--- config.mk ---
export PLATFORM = sky130hd
export DESIGN_NAME = utc_time_string_to_epoch_flat
export DESIGN_NICKNAME = d
export VERILOG_FILES = /design/src/utc_pkg.sv /design/src/utc_if.sv /design/src/utc_dp.sv /design/src/utc_ctrl.sv /design/src/utc_time_string_to_epoch.sv /design/src/flat_wrapper.sv
export SDC_FILE = /design/constraint.sdc
export NUM_CORES = 1
export LEC_CHECK = 0
export BUFFER_PORTS_ARGS = -buffer_cell sky130_fd_sc_hd__buf_4
export CAP_MARGIN = 5
export CORE_UTILIZATION = 59
export DETAILED_ROUTE_END_ITERATION = 12
export PLACE_DENSITY_LB_ADDON = 0.25
export SKIP_LAST_GASP = 1
export SLEW_MARGIN = 40
export SYNTH_ARGS = -nofsm -noshare
export SYNTH_HDL_FRONTEND = slang
export SYNTH_HIERARCHICAL = 1
export SYNTH_SLANG_ARGS = --single-unit
--- constraint.sdc ---
create_clock -name clk -period 5.55 [get_ports clk]
set_input_delay 0.555 -clock clk [delete_from_list [all_inputs] [get_ports clk]]
set_output_delay 0.555 -clock clk [all_outputs]
set_load 0.01 [all_outputs]
--- src/utc_pkg.sv ---
// ----------------------------------------------------------------------------
// utc_pkg
// Shared widths, field codes, character codes and controller/datapath structs
// for the UTCTime string decoder.
// ----------------------------------------------------------------------------
package utc_pkg;

  localparam int TIME_W = 53;
  localparam int SECS_W = 33;
  localparam int DAYS_W = 16;
  localparam int SUB_W  = 19;
  localparam int POS_W  = 5;

  localparam logic [2:0] FLD_YEAR    = 3'd0;
  localparam logic [2:0] FLD_MONTH   = 3'd1;
  localparam logic [2:0] FLD_DAY     = 3'd2;
  localparam logic [2:0] FLD_HOUR    = 3'd3;
  localparam logic [2:0] FLD_MIN     = 3'd4;
  localparam logic [2:0] FLD_SEC     = 3'd5;
  localparam logic [2:0] FLD_OFF_HR  = 3'd6;
  localparam logic [2:0] FLD_OFF_MIN = 3'd7;

  localparam logic [7:0] CHAR_ZERO  = 8'h30;
  localparam logic [7:0] CHAR_NINE  = 8'h39;
  localparam logic [7:0] CHAR_Z     = 8'h5A;
  localparam logic [7:0] CHAR_PLUS  = 8'h2B;
  localparam logic [7:0] CHAR_MINUS = 8'h2D;

  typedef struct packed {
    logic       clear;
    logic       store_tens;
    logic       store_field;
    logic [2:0] field;
    logic       set_sign;
    logic       calc_days;
    logic       calc_secs;
    logic       load_result;
    logic       load_invalid;
  } utc_cmd_t;

  typedef struct packed {
    logic       is_digit;
    logic       is_z;
    logic       is_plus;
    logic       is_minus;
    logic [7:0] range_ok;
  } utc_stat_t;

  function automatic logic [8:0] days_before_month(input logic [3:0] month);
    logic [8:0] d;
    unique case (month)
      4'd1:    d = 9'd0;
      4'd2:    d = 9'd31;
      4'd3:    d = 9'd59;
      4'd4:    d = 9'd90;
      4'd5:    d = 9'd120;
      4'd6:    d = 9'd151;
      4'd7:    d = 9'd181;
      4'd8:    d = 9'd212;
      4'd9:    d = 9'd243;
      4'd10:   d = 9'd273;
      4'd11:   d = 9'd304;
      4'd12:   d = 9'd334;
      default: d = 9'd0;
    endcase
    return d;
  endfunction

endpackage

--- src/utc_if.sv ---
// ----------------------------------------------------------------------------
// utc_in_if / utc_out_if
// Valid/ready channels for the character stream and the decoded time.
// ----------------------------------------------------------------------------
interface utc_in_if;
  logic       valid;
  logic       ready;
  logic [7:0] char_code;
  logic       start_of_string;

  modport source (output valid, output char_code, output start_of_string, input ready);
  modport sink   (input valid, input char_code, input start_of_string, output ready);
endinterface

interface utc_out_if;
  logic               valid;
  logic               ready;
  logic signed [52:0] time_us;
  logic               valid_res;

  modport source (output valid, output time_us, output valid_res, input ready);
  modport sink   (input valid, input time_us, input valid_res, output ready);
endinterface

--- src/utc_dp.sv ---
// ----------------------------------------------------------------------------
// utc_dp
// Field registers, digit and range checks, and the three-step epoch
// arithmetic with the registered result.
// ----------------------------------------------------------------------------
module utc_dp (
  input  logic                            clk,
  input  logic [7:0]                      char_code,
  input  utc_pkg::utc_cmd_t               cmd,
  output utc_pkg::utc_stat_t              stat,
  output logic signed [utc_pkg::TIME_W-1:0] time_us,
  output logic                            valid_res
);
  import utc_pkg::*;

  logic [3:0]  tens_r;
  logic [7:0]  year_r;
  logic [3:0]  month_r;
  logic [4:0]  day_r;
  logic [4:0]  hour_r;
  logic [5:0]  min_r;
  logic [5:0]  sec_r;
  logic        off_neg_r;
  logic [4:0]  off_hr_r;
  logic [5:0]  off_min_r;

  logic [DAYS_W-1:0]        days_r;
  logic signed [SUB_W-1:0]  sub_r;
  logic signed [SECS_W-1:0] secs_r;
  logic signed [TIME_W-1:0] time_r;
  logic                     valid_res_r;

  logic [3:0]  digit;
  logic [6:0]  val;
  logic [7:0]  year_val;

  logic [6:0]  yr_off;
  logic [4:0]  leap_q;
  logic        leap_adj;
  logic [16:0] days_sum;
  logic [16:0] local_s;
  logic [16:0] off_s;
  logic signed [SUB_W-1:0]  sub_nxt;
  logic [SECS_W-1:0]        days_s;
  logic signed [SECS_W-1:0] secs_nxt;
  logic signed [46:0]       scaled;

  // character classes and two-digit value
  assign digit         = char_code[3:0];

  assign val      = 7'({tens_r, 3'b000}) + 7'({tens_r, 1'b0}) + 7'(digit);
  assign year_val = (val < 7'd70) ? 8'(val) + 8'd100 : 8'(val);

  always_comb begin
    stat.is_digit              = (char_code >= CHAR_ZERO) && (char_code <= CHAR_NINE);
    stat.is_z                  = (char_code == CHAR_Z);
    stat.is_plus               = (char_code == CHAR_PLUS);
    stat.is_minus              = (char_code == CHAR_MINUS);
    stat.range_ok              = '1;
    stat.range_ok[FLD_MONTH]   = (val != 7'd0) && (val <= 7'd12);
    stat.range_ok[FLD_DAY]     = (val != 7'd0) && (val <= 7'd31);
    stat.range_ok[FLD_HOUR]    = (val <= 7'd23);
    stat.range_ok[FLD_MIN]     = (val <= 7'd59);
    stat.range_ok[FLD_SEC]     = (val <= 7'd59);
    stat.range_ok[FLD_OFF_HR]  = (val <= 7'd23);
    stat.range_ok[FLD_OFF_MIN] = (val <= 7'd59);
  end

  // day count and seconds within the day, less the offset
  assign yr_off   = 7'(year_r - 8'd70);
  assign leap_q   = 5'((year_r - 8'd68) >> 2);
  assign leap_adj = (year_r[1:0] == 2'b00) && (month_r < 4'd3);
  assign days_sum = 17'(yr_off) * 17'd365 + 17'(days_before_month(month_r))
                  + 17'(leap_q) + 17'(day_r) - 17'd1 - 17'(leap_adj);

  assign local_s = 17'(hour_r) * 17'd3600 + 17'(min_r) * 17'd60 + 17'(sec_r);
  assign off_s   = 17'(off_hr_r) * 17'd3600 + 17'(off_min_r) * 17'd60;
  assign sub_nxt = off_neg_r ? $signed(SUB_W'(local_s)) + $signed(SUB_W'(off_s))
                             : $signed(SUB_W'(local_s)) - $signed(SUB_W'(off_s));

  assign days_s   = SECS_W'(days_r) * SECS_W'(86400);
  assign secs_nxt = $signed(days_s) + SECS_W'(sub_r);
  assign scaled   = 47'(secs_r) * 47'sd15625;

  always_ff @(posedge clk) begin
    if (cmd.clear) begin
      year_r    <= '0;
      month_r   <= '0;
      day_r     <= '0;
      hour_r    <= '0;
      min_r     <= '0;
      sec_r     <= '0;
      off_neg_r <= 1'b0;
      off_hr_r  <= '0;
      off_min_r <= '0;
    end
    if (cmd.store_tens) begin
      tens_r <= digit;
    end else if (cmd.clear) begin
      tens_r <= '0;
    end
    if (cmd.store_field) begin
      unique case (cmd.field)
        FLD_YEAR:    year_r    <= year_val;
        FLD_MONTH:   month_r   <= val[3:0];
        FLD_DAY:     day_r     <= val[4:0];
        FLD_HOUR:    hour_r    <= val[4:0];
        FLD_MIN:     min_r     <= val[5:0];
        FLD_SEC:     sec_r     <= val[5:0];
        FLD_OFF_HR:  off_hr_r  <= val[4:0];
        FLD_OFF_MIN: off_min_r <= val[5:0];
        default:     ;
      endcase
    end
    if (cmd.set_sign) begin
      off_neg_r <= stat.is_minus;
    end
    if (cmd.calc_days) begin
      days_r <= days_sum[DAYS_W-1:0];
      sub_r  <= sub_nxt;
    end
    if (cmd.calc_secs) begin
      secs_r <= secs_nxt;
    end
    if (cmd.load_result) begin
      time_r      <= {scaled, 6'b000000};
      valid_res_r <= 1'b1;
    end else if (cmd.load_invalid) begin
      time_r      <= '0;
      valid_res_r <= 1'b0;
    end
  end

  assign time_us   = time_r;
  assign valid_res = valid_res_r;

endmodule

--- src/utc_ctrl.sv ---
// ----------------------------------------------------------------------------
// utc_ctrl
// Character position sequencer and arithmetic step controller; owns the
// handshakes of both channels.
// ----------------------------------------------------------------------------
module utc_ctrl (
  input  logic                clk,
  input  logic                rst_n,
  input  logic                in_valid,
  input  logic                in_start,
  output logic                in_ready,
  output logic                out_valid,
  input  logic                out_ready,
  input  utc_pkg::utc_stat_t  stat,
  output utc_pkg::utc_cmd_t   cmd
);
  import utc_pkg::*;

  localparam logic [2:0] ST_IDLE  = 3'd0;
  localparam logic [2:0] ST_PARSE = 3'd1;
  localparam logic [2:0] ST_DAYS  = 3'd2;
  localparam logic [2:0] ST_SECS  = 3'd3;
  localparam logic [2:0] ST_SCALE = 3'd4;

  localparam logic [1:0] K_DIGIT = 2'd0;
  localparam logic [1:0] K_TERM  = 2'd1;
  localparam logic [1:0] K_BAD   = 2'd2;

  localparam logic [POS_W-1:0] POS_SEC  = 5'd10;
  localparam logic [POS_W-1:0] POS_SEC2 = 5'd11;
  localparam logic [POS_W-1:0] POS_TERM = 5'd10;
  localparam logic [POS_W-1:0] POS_TERM_SEC = 5'd12;

  logic [2:0]       state_r, state_nxt;
  logic [POS_W-1:0] pos_r, pos_nxt;
  logic             sp_r, sp_nxt;
  logic             out_valid_r, out_valid_nxt;

  logic             take;
  logic [POS_W-1:0] eff_pos;
  logic             eff_sp;
  logic [POS_W-1:0] term;
  logic [POS_W-1:0] q;
  logic [1:0]       kind;
  logic [2:0]       fld;
  logic             is_tens;

  assign in_ready = ((state_r == ST_IDLE) || (state_r == ST_PARSE))
                  && (!out_valid_r || out_ready);
  assign take     = in_valid && in_ready;
  assign eff_pos  = in_start ? '0 : pos_r;
  assign eff_sp   = in_start ? 1'b0 : sp_r;
  assign term     = eff_sp ? POS_TERM_SEC : POS_TERM;
  assign q        = eff_pos - term - 5'd1;

  // what the current position expects
  always_comb begin
    kind    = K_BAD;
    fld     = FLD_YEAR;
    is_tens = 1'b0;
    priority if (eff_pos < POS_SEC) begin
      kind    = K_DIGIT;
      fld     = eff_pos[3:1];
      is_tens = !eff_pos[0];
    end else if ((eff_pos == POS_SEC) && !eff_sp && stat.is_digit) begin
      kind    = K_DIGIT;
      fld     = FLD_SEC;
      is_tens = 1'b1;
    end else if ((eff_pos == POS_SEC2) && eff_sp) begin
      kind    = K_DIGIT;
      fld     = FLD_SEC;
      is_tens = 1'b0;
    end else if (eff_pos == term) begin
      kind = K_TERM;
    end else if ((eff_pos > term) && (eff_pos <= term + 5'd4)) begin
      kind    = K_DIGIT;
      fld     = q[1] ? FLD_OFF_MIN : FLD_OFF_HR;
      is_tens = !q[0];
    end else begin
      kind = K_BAD;
    end
  end

  always_comb begin
    cmd           = '0;
    cmd.field     = fld;
    state_nxt     = state_r;
    pos_nxt       = pos_r;
    sp_nxt        = sp_r;
    out_valid_nxt = out_valid_r && !out_ready;
    unique case (state_r)
      ST_IDLE, ST_PARSE: begin
        if (take && (in_start || (state_r == ST_PARSE))) begin
          cmd.clear = in_start;
          state_nxt = ST_PARSE;
          pos_nxt   = eff_pos;
          sp_nxt    = eff_sp;
          unique case (kind)
            K_DIGIT: begin
              if (!stat.is_digit) begin
                cmd.load_invalid = 1'b1;
                out_valid_nxt    = 1'b1;
                state_nxt        = ST_IDLE;
              end else if (is_tens) begin
                cmd.store_tens = 1'b1;
                pos_nxt        = eff_pos + 5'd1;
                if (fld == FLD_SEC) begin
                  sp_nxt = 1'b1;
                end
              end else if (!stat.range_ok[fld]) begin
                cmd.load_invalid = 1'b1;
                out_valid_nxt    = 1'b1;
                state_nxt        = ST_IDLE;
              end else begin
                cmd.store_field = 1'b1;
                if (fld == FLD_OFF_MIN) begin
                  state_nxt = ST_DAYS;
                end else begin
                  pos_nxt = eff_pos + 5'd1;
                end
              end
            end
            K_TERM: begin
              if (stat.is_z) begin
                state_nxt = ST_DAYS;
              end else if (stat.is_plus || stat.is_minus) begin
                cmd.set_sign = 1'b1;
                pos_nxt      = eff_pos + 5'd1;
              end else begin
                cmd.load_invalid = 1'b1;
                out_valid_nxt    = 1'b1;
                state_nxt        = ST_IDLE;
              end
            end
            default: begin
              cmd.load_invalid = 1'b1;
              out_valid_nxt    = 1'b1;
              state_nxt        = ST_IDLE;
            end
          endcase
        end
      end
      ST_DAYS: begin
        cmd.calc_days = 1'b1;
        state_nxt     = ST_SECS;
      end
      ST_SECS: begin
        cmd.calc_secs = 1'b1;
        state_nxt     = ST_SCALE;
      end
      ST_SCALE: begin
        cmd.load_result = 1'b1;
        out_valid_nxt   = 1'b1;
        state_nxt       = ST_IDLE;
      end
      default: begin
        state_nxt = ST_IDLE;
      end
    endcase
  end

  always_ff @(posedge clk) begin
    if (!rst_n) begin
      state_r     <= ST_IDLE;
      pos_r       <= '0;
      sp_r        <= 1'b0;
      out_valid_r <= 1'b0;
    end else begin
      state_r     <= state_nxt;
      pos_r       <= pos_nxt;
      sp_r        <= sp_nxt;
      out_valid_r <= out_valid_nxt;
    end
  end

  assign out_valid = out_valid_r;

  a_busy_not_ready: assert property (@(posedge clk) disable iff (!rst_n)
    ((state_r == ST_DAYS) || (state_r == ST_SECS) || (state_r == ST_SCALE)) |-> !in_ready)
    else $error("input taken during time arithmetic");

  a_steps_in_order: assert property (@(posedge clk) disable iff (!rst_n)
    (state_r == ST_DAYS) |=> (state_r == ST_SECS) && $past(cmd.calc_days))
    else $error("arithmetic steps out of order");

  a_scale_loads: assert property (@(posedge clk) disable iff (!rst_n)
    (state_r == ST_SCALE) |=> out_valid_r && (state_r == ST_IDLE))
    else $error("result not presented after scaling");

  a_pos_bound: assert property (@(posedge clk) disable iff (!rst_n)
    pos_r <= 5'd16)
    else $error("character position beyond last offset digit");

  a_sec_pos: assert property (@(posedge clk) disable iff (!rst_n)
    sp_r |-> (pos_r >= POS_SEC2))
    else $error("seconds flag set before seconds field");

endmodule

--- src/utc_time_string_to_epoch.sv ---
// A bad character gives its beat on the output in the cycle after it is taken;
// a completing 'Z' or last offset digit gives its beat after the day, second
// and scaling steps. One character is taken per cycle while parsing, unless a
// result beat is stalled on the output; input is held off during those steps.
// Reset (rst_n low, synchronous) leaves the decoder idle with no result pending.
// ----------------------------------------------------------------------------
// utc_time_string_to_epoch
// Decodes a UTCTime character stream into signed microseconds since 1970.
// ----------------------------------------------------------------------------
module utc_time_string_to_epoch (
  input logic       clk,
  input logic       rst_n,
  utc_in_if.sink    in_chan,
  utc_out_if.source out_chan
);
  import utc_pkg::*;

  utc_cmd_t  cmd;
  utc_stat_t stat;

  utc_ctrl u_ctrl (
    .clk       (clk),
    .rst_n     (rst_n),
    .in_valid  (in_chan.valid),
    .in_start  (in_chan.start_of_string),
    .in_ready  (in_chan.ready),
    .out_valid (out_chan.valid),
    .out_ready (out_chan.ready),
    .stat      (stat),
    .cmd       (cmd)
  );

  utc_dp u_dp (
    .clk       (clk),
    .char_code (in_chan.char_code),
    .cmd       (cmd),
    .stat      (stat),
    .time_us   (out_chan.time_us),
    .valid_res (out_chan.valid_res)
  );

endmodule

--- src/flat_wrapper.sv ---
// flat-port wrapper written by rule: the top's interface ports become plain ports
module utc_time_string_to_epoch_flat import utc_pkg::*;
  (clk, rst_n, in_chan_valid, in_chan_char_code, in_chan_start_of_string, in_chan_ready, out_chan_valid, out_chan_time_us, out_chan_valid_res, out_chan_ready);
  utc_in_if in_chan_i ();
  utc_out_if out_chan_i ();
  input logic clk;
  input logic rst_n;
  input wire logic [$bits(in_chan_i.valid)-1:0] in_chan_valid;
  input wire logic [$bits(in_chan_i.char_code)-1:0] in_chan_char_code;
  input wire logic [$bits(in_chan_i.start_of_string)-1:0] in_chan_start_of_string;
  output wire logic [$bits(in_chan_i.ready)-1:0] in_chan_ready;
  output wire logic [$bits(out_chan_i.valid)-1:0] out_chan_valid;
  output wire logic [$bits(out_chan_i.time_us)-1:0] out_chan_time_us;
  output wire logic [$bits(out_chan_i.valid_res)-1:0] out_chan_valid_res;
  input wire logic [$bits(out_chan_i.ready)-1:0] out_chan_ready;
  assign in_chan_i.valid = in_chan_valid;
  assign in_chan_i.char_code = in_chan_char_code;
  assign in_chan_i.start_of_string = in_chan_start_of_string;
  assign in_chan_ready = in_chan_i.ready;
  assign out_chan_valid = out_chan_i.valid;
  assign out_chan_time_us = out_chan_i.time_us;
  assign out_chan_valid_res = out_chan_i.valid_res;
  assign out_chan_i.ready = out_chan_ready;
  utc_time_string_to_epoch u_core (.clk(clk), .rst_n(rst_n), .in_chan(in_chan_i), .out_chan(out_chan_i));
endmodule
### Word-level counts from Yosys, hierarchy flattened

Memories as Yosys holds them, arrays and structs flattened. A register that Yosys moved wholly into a read port is not among the register bits.
Cells that the tools add are included.

| word-level totals | value |
|---|---|
| bits in latches | 0 |
| flip-flop bits (word level) | 176 |
| bits in read-only memories | 144 |
| output and inout port bits | 56 |
| word-level logic and storage cells | 213 |
| bits of input ports | 13 |
| bits in writable memories | 0 |
| memories | 1 |

Memories:

| name | depth | width | read ports | clocked after Yosys merged registers in | wr ports | line | source |
|---|---|---|---|---|---|---|---|
| (name not given) | 16 | 9 | 1 | 1 | 0 | utc_pkg.sv:51 | `unique case (month)` |

| cells by class | value |
|---|---|
| magnitude comparators | 12 |
| bitwise logic cells | 0 |
| add/subtract/negate cells | 20 |
| reduce and logical (&&, ||, !) cells | 31 |
| eq/ne operators | 19 |
| $mul | 7 |
| muxes and demuxes | 104 |
| shifts and indexed selects | 0 |
| div/mod/pow operators | 0 |

Operators with widths:

| operator | count |
|---|---|
| two-way mux 53 bit | 2 |
| two-way mux 5 bit | 16 |
| two-way mux 6 bit | 9 |
| multiplier 33 x 15 -> 47 bit (second input constant) | 1 |
| two-way mux 1 bit | 39 |
| adder 17 x 12 -> 17 bit | 2 |
| adder 33 x 19 -> 33 bit | 1 |
| adder 16 x 5 -> 16 bit | 2 |
| two-way mux 8 bit | 4 |
| two-way mux 3 bit | 9 |
| multiplier 16 x 10 -> 26 bit (second input constant) | 1 |
| multiplier 5 x 8 -> 13 bit (second input constant) | 2 |
| two-way mux 2 bit | 12 |
| multiplier 6 x 4 -> 10 bit (second input constant) | 2 |
| two-way mux 4 bit | 5 |
| two-way mux 19 bit | 1 |
| adder 17 x 17 -> 18 bit | 1 |
| subtractor 17 x 17 -> 18 bit | 1 |
| adder 17 x 6 -> 17 bit | 1 |
| adder 16 x 9 -> 16 bit | 1 |
| == test 8 x 6 -> 1 bit (second input constant) | 2 |
| multiplier 7 x 9 -> 16 bit (second input constant) | 1 |
| subtractor 16 x 1 -> 16 bit | 1 |
| subtractor 16 x 1 -> 16 bit (second input constant) | 1 |
| 41 further kinds | 76 |

### Logic depth before layout (Yosys ltp)

| logic depth | value |
|---|---|
| depth after elaboration | 21 |
| gate-level depth with buffers | 28 |

### Cells and area by module

The synthesis kept the hierarchy.

Modules (own cells, without submodules):

| module | times used | seq. area each (um2) | cells an instance | area an instance (um2) |
|---|---|---|---|---|
| utc_dp | 1 | 4684.5 | 2497 | 24707.4 |
| utc_ctrl | 1 | 200.2 | 170 | 1219.9 |

### Least setup slack after synthesis

No wires, ideal clock.

| timing path | value |
|---|---|
| kind | register -> register |
| from | register u_core.u_dp.days_r[4] |
| to | register u_core.u_dp.secs_r[32] (data pin) |
| slack | -0.524 ns |
| setup time | 0.260 ns |
| data required time | 5.290 ns |
| arrival | 5.814 ns |
| buffers on the path | 0 |
| cell stages (with the launch flop) | 27 |
| cells stage by stage | edfxtp_1 ha_1 fa_1 fa_1 ha_1 inv_1 fa_1 inv_1 ha_1 a21oi_1 nand2b_1 nand2b_1 a21o_1 a221o_1 a22o_1 o21ai_0 nor2b_1 xnor2_1 ha_1 a21o_1 a21o_1 a21oi_1 nor2_1 a211oi_1 o21ai_1 a31oi_1 xnor2_1 |

| on the way | value |
|---|---|
| word-level cells in the longest chain between the ends | 2 |

Ends and longest elaborated chain:

| element | line | source |
|---|---|---|
| start, declared | utc_dp.sv:27 | `logic [DAYS_W-1:0] days_r;` |
| start signal, assigned | utc_dp.sv:119 | `days_r <= days_sum[DAYS_W-1:0];` |
| multiplier 16 x 10 -> 26 bit | utc_dp.sv:81 | `assign days_s = SECS_W'(days_r) * SECS_W'(86400);` |
| adder 33 x 19 -> 33 bit | utc_dp.sv:82 | `assign secs_nxt = $signed(days_s) + SECS_W'(sub_r);` |
| named net u_core.u_dp.secs_nxt[32] | utc_dp.sv:45 | `logic signed [SECS_W-1:0] secs_nxt;` |
| end signal, assigned | utc_dp.sv:123 | `secs_r <= secs_nxt;` |
| end, declared | utc_dp.sv:29 | `logic signed [SECS_W-1:0] secs_r;` |

The timed path passes the listed nets, and every way through them passes these cells.
A chain may end at the register's enable or synchronous reset.

### Final worst setup path

| timing path | value |
|---|---|
| from | register u_core.u_dp.days_r[3] |
| to | register u_core.u_dp.secs_r[31] (data pin) |

Same word-level chain as after synthesis.

==> impl_metrics.ini <==
[yosys]
yosysTopAreaCell = ha_1
synth_compound_area_frac = 0.122
yosys_warnings = 6
yosys.area_share.xor_xnor = 0.0601
synth.distinct_cells = 89
yosysTopAreaCellShare = 0.250
yosys.area_share.simple = 0.102
synth_seq_cells = 184
syn_inst = 2667
synth_edf_count = 120
synth_most_common_cell = ha_1
synth.avg_cell_area_sq_um = 9.72
ys.flop_type = edfxtp_1
synth.area.mux_share = 0.00401
ys_top_cells_by_count = 519 x ha_1, 449 x inv_1, 255 x fa_1
synthAdderAreaFrac = 0.447
syn-cell-area_sq_um = 25900
synth_area_leaders = ha_1 25%, fa_1 20%, edfxtp_1 14%, inv_1 6.5%, dfxtp_1 4.9%
synth_async_sr_flop_share = 0
synth_top_family_by_area = adder cells
ys_seq_area_frac = 0.188

[drt]
num_vias = 19600
viasPerCell = 5.52
avgRoutedWirePerCell_microns = 15.9
drt_iter0_drc = 864
firstDrtPassIters = 5
postRouteAntennaNets = 0
drc = 0
routed_wl_microns = 56400

[power]
pwr-share-seq = 0.508
pwr_density_cell_nw_per_um2 = 95.0
p_sw_w = 0.000691
p_comb_frac = 0.059
swShare = 0.239
clkPwrFrac = 0.433
p_int_w = 0.00220
power_leakage_nw = 14.9
peakVddDrop_uv = 221

[setup_path]
cp_max_fo = 4
r2r_cells = 27
critPathMostFrequentCell = inv_2
max_stage_delay_ps = 510
worst_setup_path_start_kind = flip-flop
worstPathArrival_ps = 6300
startpoint = u_core/u_dp/days_r[3]
path_class = flip-flop to flip-flop
r2r_start = u_core/u_dp/days_r[3]
r2r_end = u_core/u_dp/secs_r[31]
ff2ff_setup_slack_ps = -500
cp-end-kind = flip-flop
crit_slowest_cell = fa_1
cp.required_ps = 5800

[sta]
hold_viol = 0
finalSetupViolCount = 10
fin_crit_ps = 6050
fmax_ghz = 0.165
tightestPinTransition_ps = 842
rsz0062_at_grt = yes
maxSlewViolCount = 0
finClkSkew_ps = 11.8
postLayoutSetupSlackWorst_ps = -498
relSlewSlack = 0.434
finalCritPeriodShare = 1.09

[cts]
cts_root_buf = clkbuf_16
clk_latency_ps = 500
hold_buffers = 0
cts.clk_slew.worst_paths_ps = 70
numCtsBuffers = 17
cts.path.max_buffers = 2
cts.sinks = 184
cts_max_level = 4
cts_tree = done

[final_layout]
layout-drive-gt1-share = 0.187
diodes = 0
final_core_util = 0.705
final_nets = 3739
syn_to_final_growth_pct = 17.4
design_area_sq_um = 30400

[die]
ios = 69
fp.dieH_microns = 212
die_x_microns = 212
row_count = 76
fp.dieArea_sq_um = 44800
design.core.area_sq_um = 43200
initial_core_util = 0.601

[job]
drv.max_cap_violation_count = 0

[global_route]
grt_usage = 0.255
grt_pass1_wl_microns = 92300
antenna_found_initial = 0
grt_overflow = 0
grt_max_degree = 48
grt_pass1_vias = 20200

[placement]
globalplace.congestion = 0.946
placed_area_sq_um = 28500
io_buffers = 62
dp_hpwl_microns = 45300

[hold_path]
min_path_cells = 2
hold_path_class = input pin to flip-flop
hold_start = rst_n
hold_path_end = u_core/u_ctrl/out_valid

[status]
violations = negative setup slack
status = complete, but fails checks
critical path: cells and delay by family (launching register included):
family | cells | cell delay [ps]
XOR/XNOR | 2 | 190
AND/OR/NAND/NOR | 5 | 660
adder cells (fa/ha/maj) | 7 | 2530
flip-flops | 1 | 420
AO/OA/AOI/OAI | 9 | 1810
buffers and inverters | 4 | 210
cell type report:
class / instances / area [sq um]
Clock inverter: 14 / 168
Tap cell: 585 / 732
Sequential cell: 184 / 4890
Timing Repair Buffer: 319 / 2460
Fill cell: 3156 / 12700
Clock buffer: 18 / 429
Multi-Input combinational cell: 1979 / 20100
Inverter: 451 / 1700
state kept, by name, indices dropped and copies added (netlist names), 6 cells and up, named ones only:
signal,flops
u_core/u_dp/sec_r,6
u_core/u_dp/off_min_r,6
u_core/u_dp/sub_r,19
u_core/u_dp/min_r,6
u_core/u_dp/secs_r,33
u_core/u_dp/year_r,7
u_core/u_dp/time_us,47
u_core/u_dp/days_r,16
worst max-delay path by stage:
stage	endpoint	slack (ps)	cells after the start
2_1_floorplan	u_core/u_dp/secs_r[31]	-230	27
3_3_place_gp	u_core/u_dp/secs_r[31]	-360	27
3_5_place_dp	u_core/u_dp/secs_r[31]	-470	28
4_1_cts	u_core/u_dp/secs_r[32]	-430	28
5_1_grt	u_core/u_dp/secs_r[31]	-740	27
6_report	u_core/u_dp/secs_r[31]	-500	27
through the flow:
step / total power [W] / hold WS [ps] / setup WS [ps] / std cells / setup TNS (ps)
2_1_floorplan: 0.00160 / 400 / -234 / 2672 / -657
3_3_place_gp: 0.00166 / 404 / -355 / 3470 / -1530
3_5_place_dp: 0.00167 / 405 / -467 / 3471 / -3380
4_1_cts: 0.00293 / 274 / -429 / 3521 / -1560
5_1_grt: 0.00299 / 313 / -738 / 3550 / -5860
6_report: 0.00289 / 336 / -498 / 3550 / -2650
layer usage:
layer	routed length, microns	GRT usage	share of wire
met4	2110	0.108	0.037
met1	23700	0.295	0.42
met5	0	0	0
met3	1700	0.0346	0.030
met2	28800	0.468	0.51
power by group through the flow:
| stage | Sequential [W] | Combinational (W) | Clock, W |
|---|---|---|---|
| CTS | 0.00147 | 0.000169 | 0.00129 |
| finish | 0.00147 | 0.000172 | 0.00125 |
| global route | 0.00147 | 0.000186 | 0.00133 |
| floorplan | 0.00150 | 0.0000954 | 0 |
| global placement | 0.00150 | 0.000164 | 0 |
| detailed placement | 0.00150 | 0.000168 | 0 |
cells by family after synthesis:
kind of cell	count (synthesis)
DFF	184
AOI/OAI and AO/OA	479
and+or+nand+nor	532
muxes	10
adders and majority gates	774
other	2
xor gates and xnor gates	177
buffers and inverters	509
cells in the final DEF (no fill, tap or decap), drive strengths merged, types with 18 or more instances in the layout:
master	n
o21ai	102
nor2	155
nand2b	31
nand2	121
nor2b	24
ha	519
buf	319
o21bai	29
nand3b	21
edfxtp	120
nand3	30
xnor2	119
o31ai	21
a21oi	145
fa	255
a21o	58
clkbuf	18
and2	24
inv	454
nor3	34
xor2	58
and3	20
dfxtp	64
timing repair:
action,CTS,global route
buffers inserted,18,34
endpoints found under the setup margin,25,38
pin swaps,53,114
resized for setup,43,146
hold endpoints to repair,0,0
Note: power is estimated with default switching activity, not from simulation.
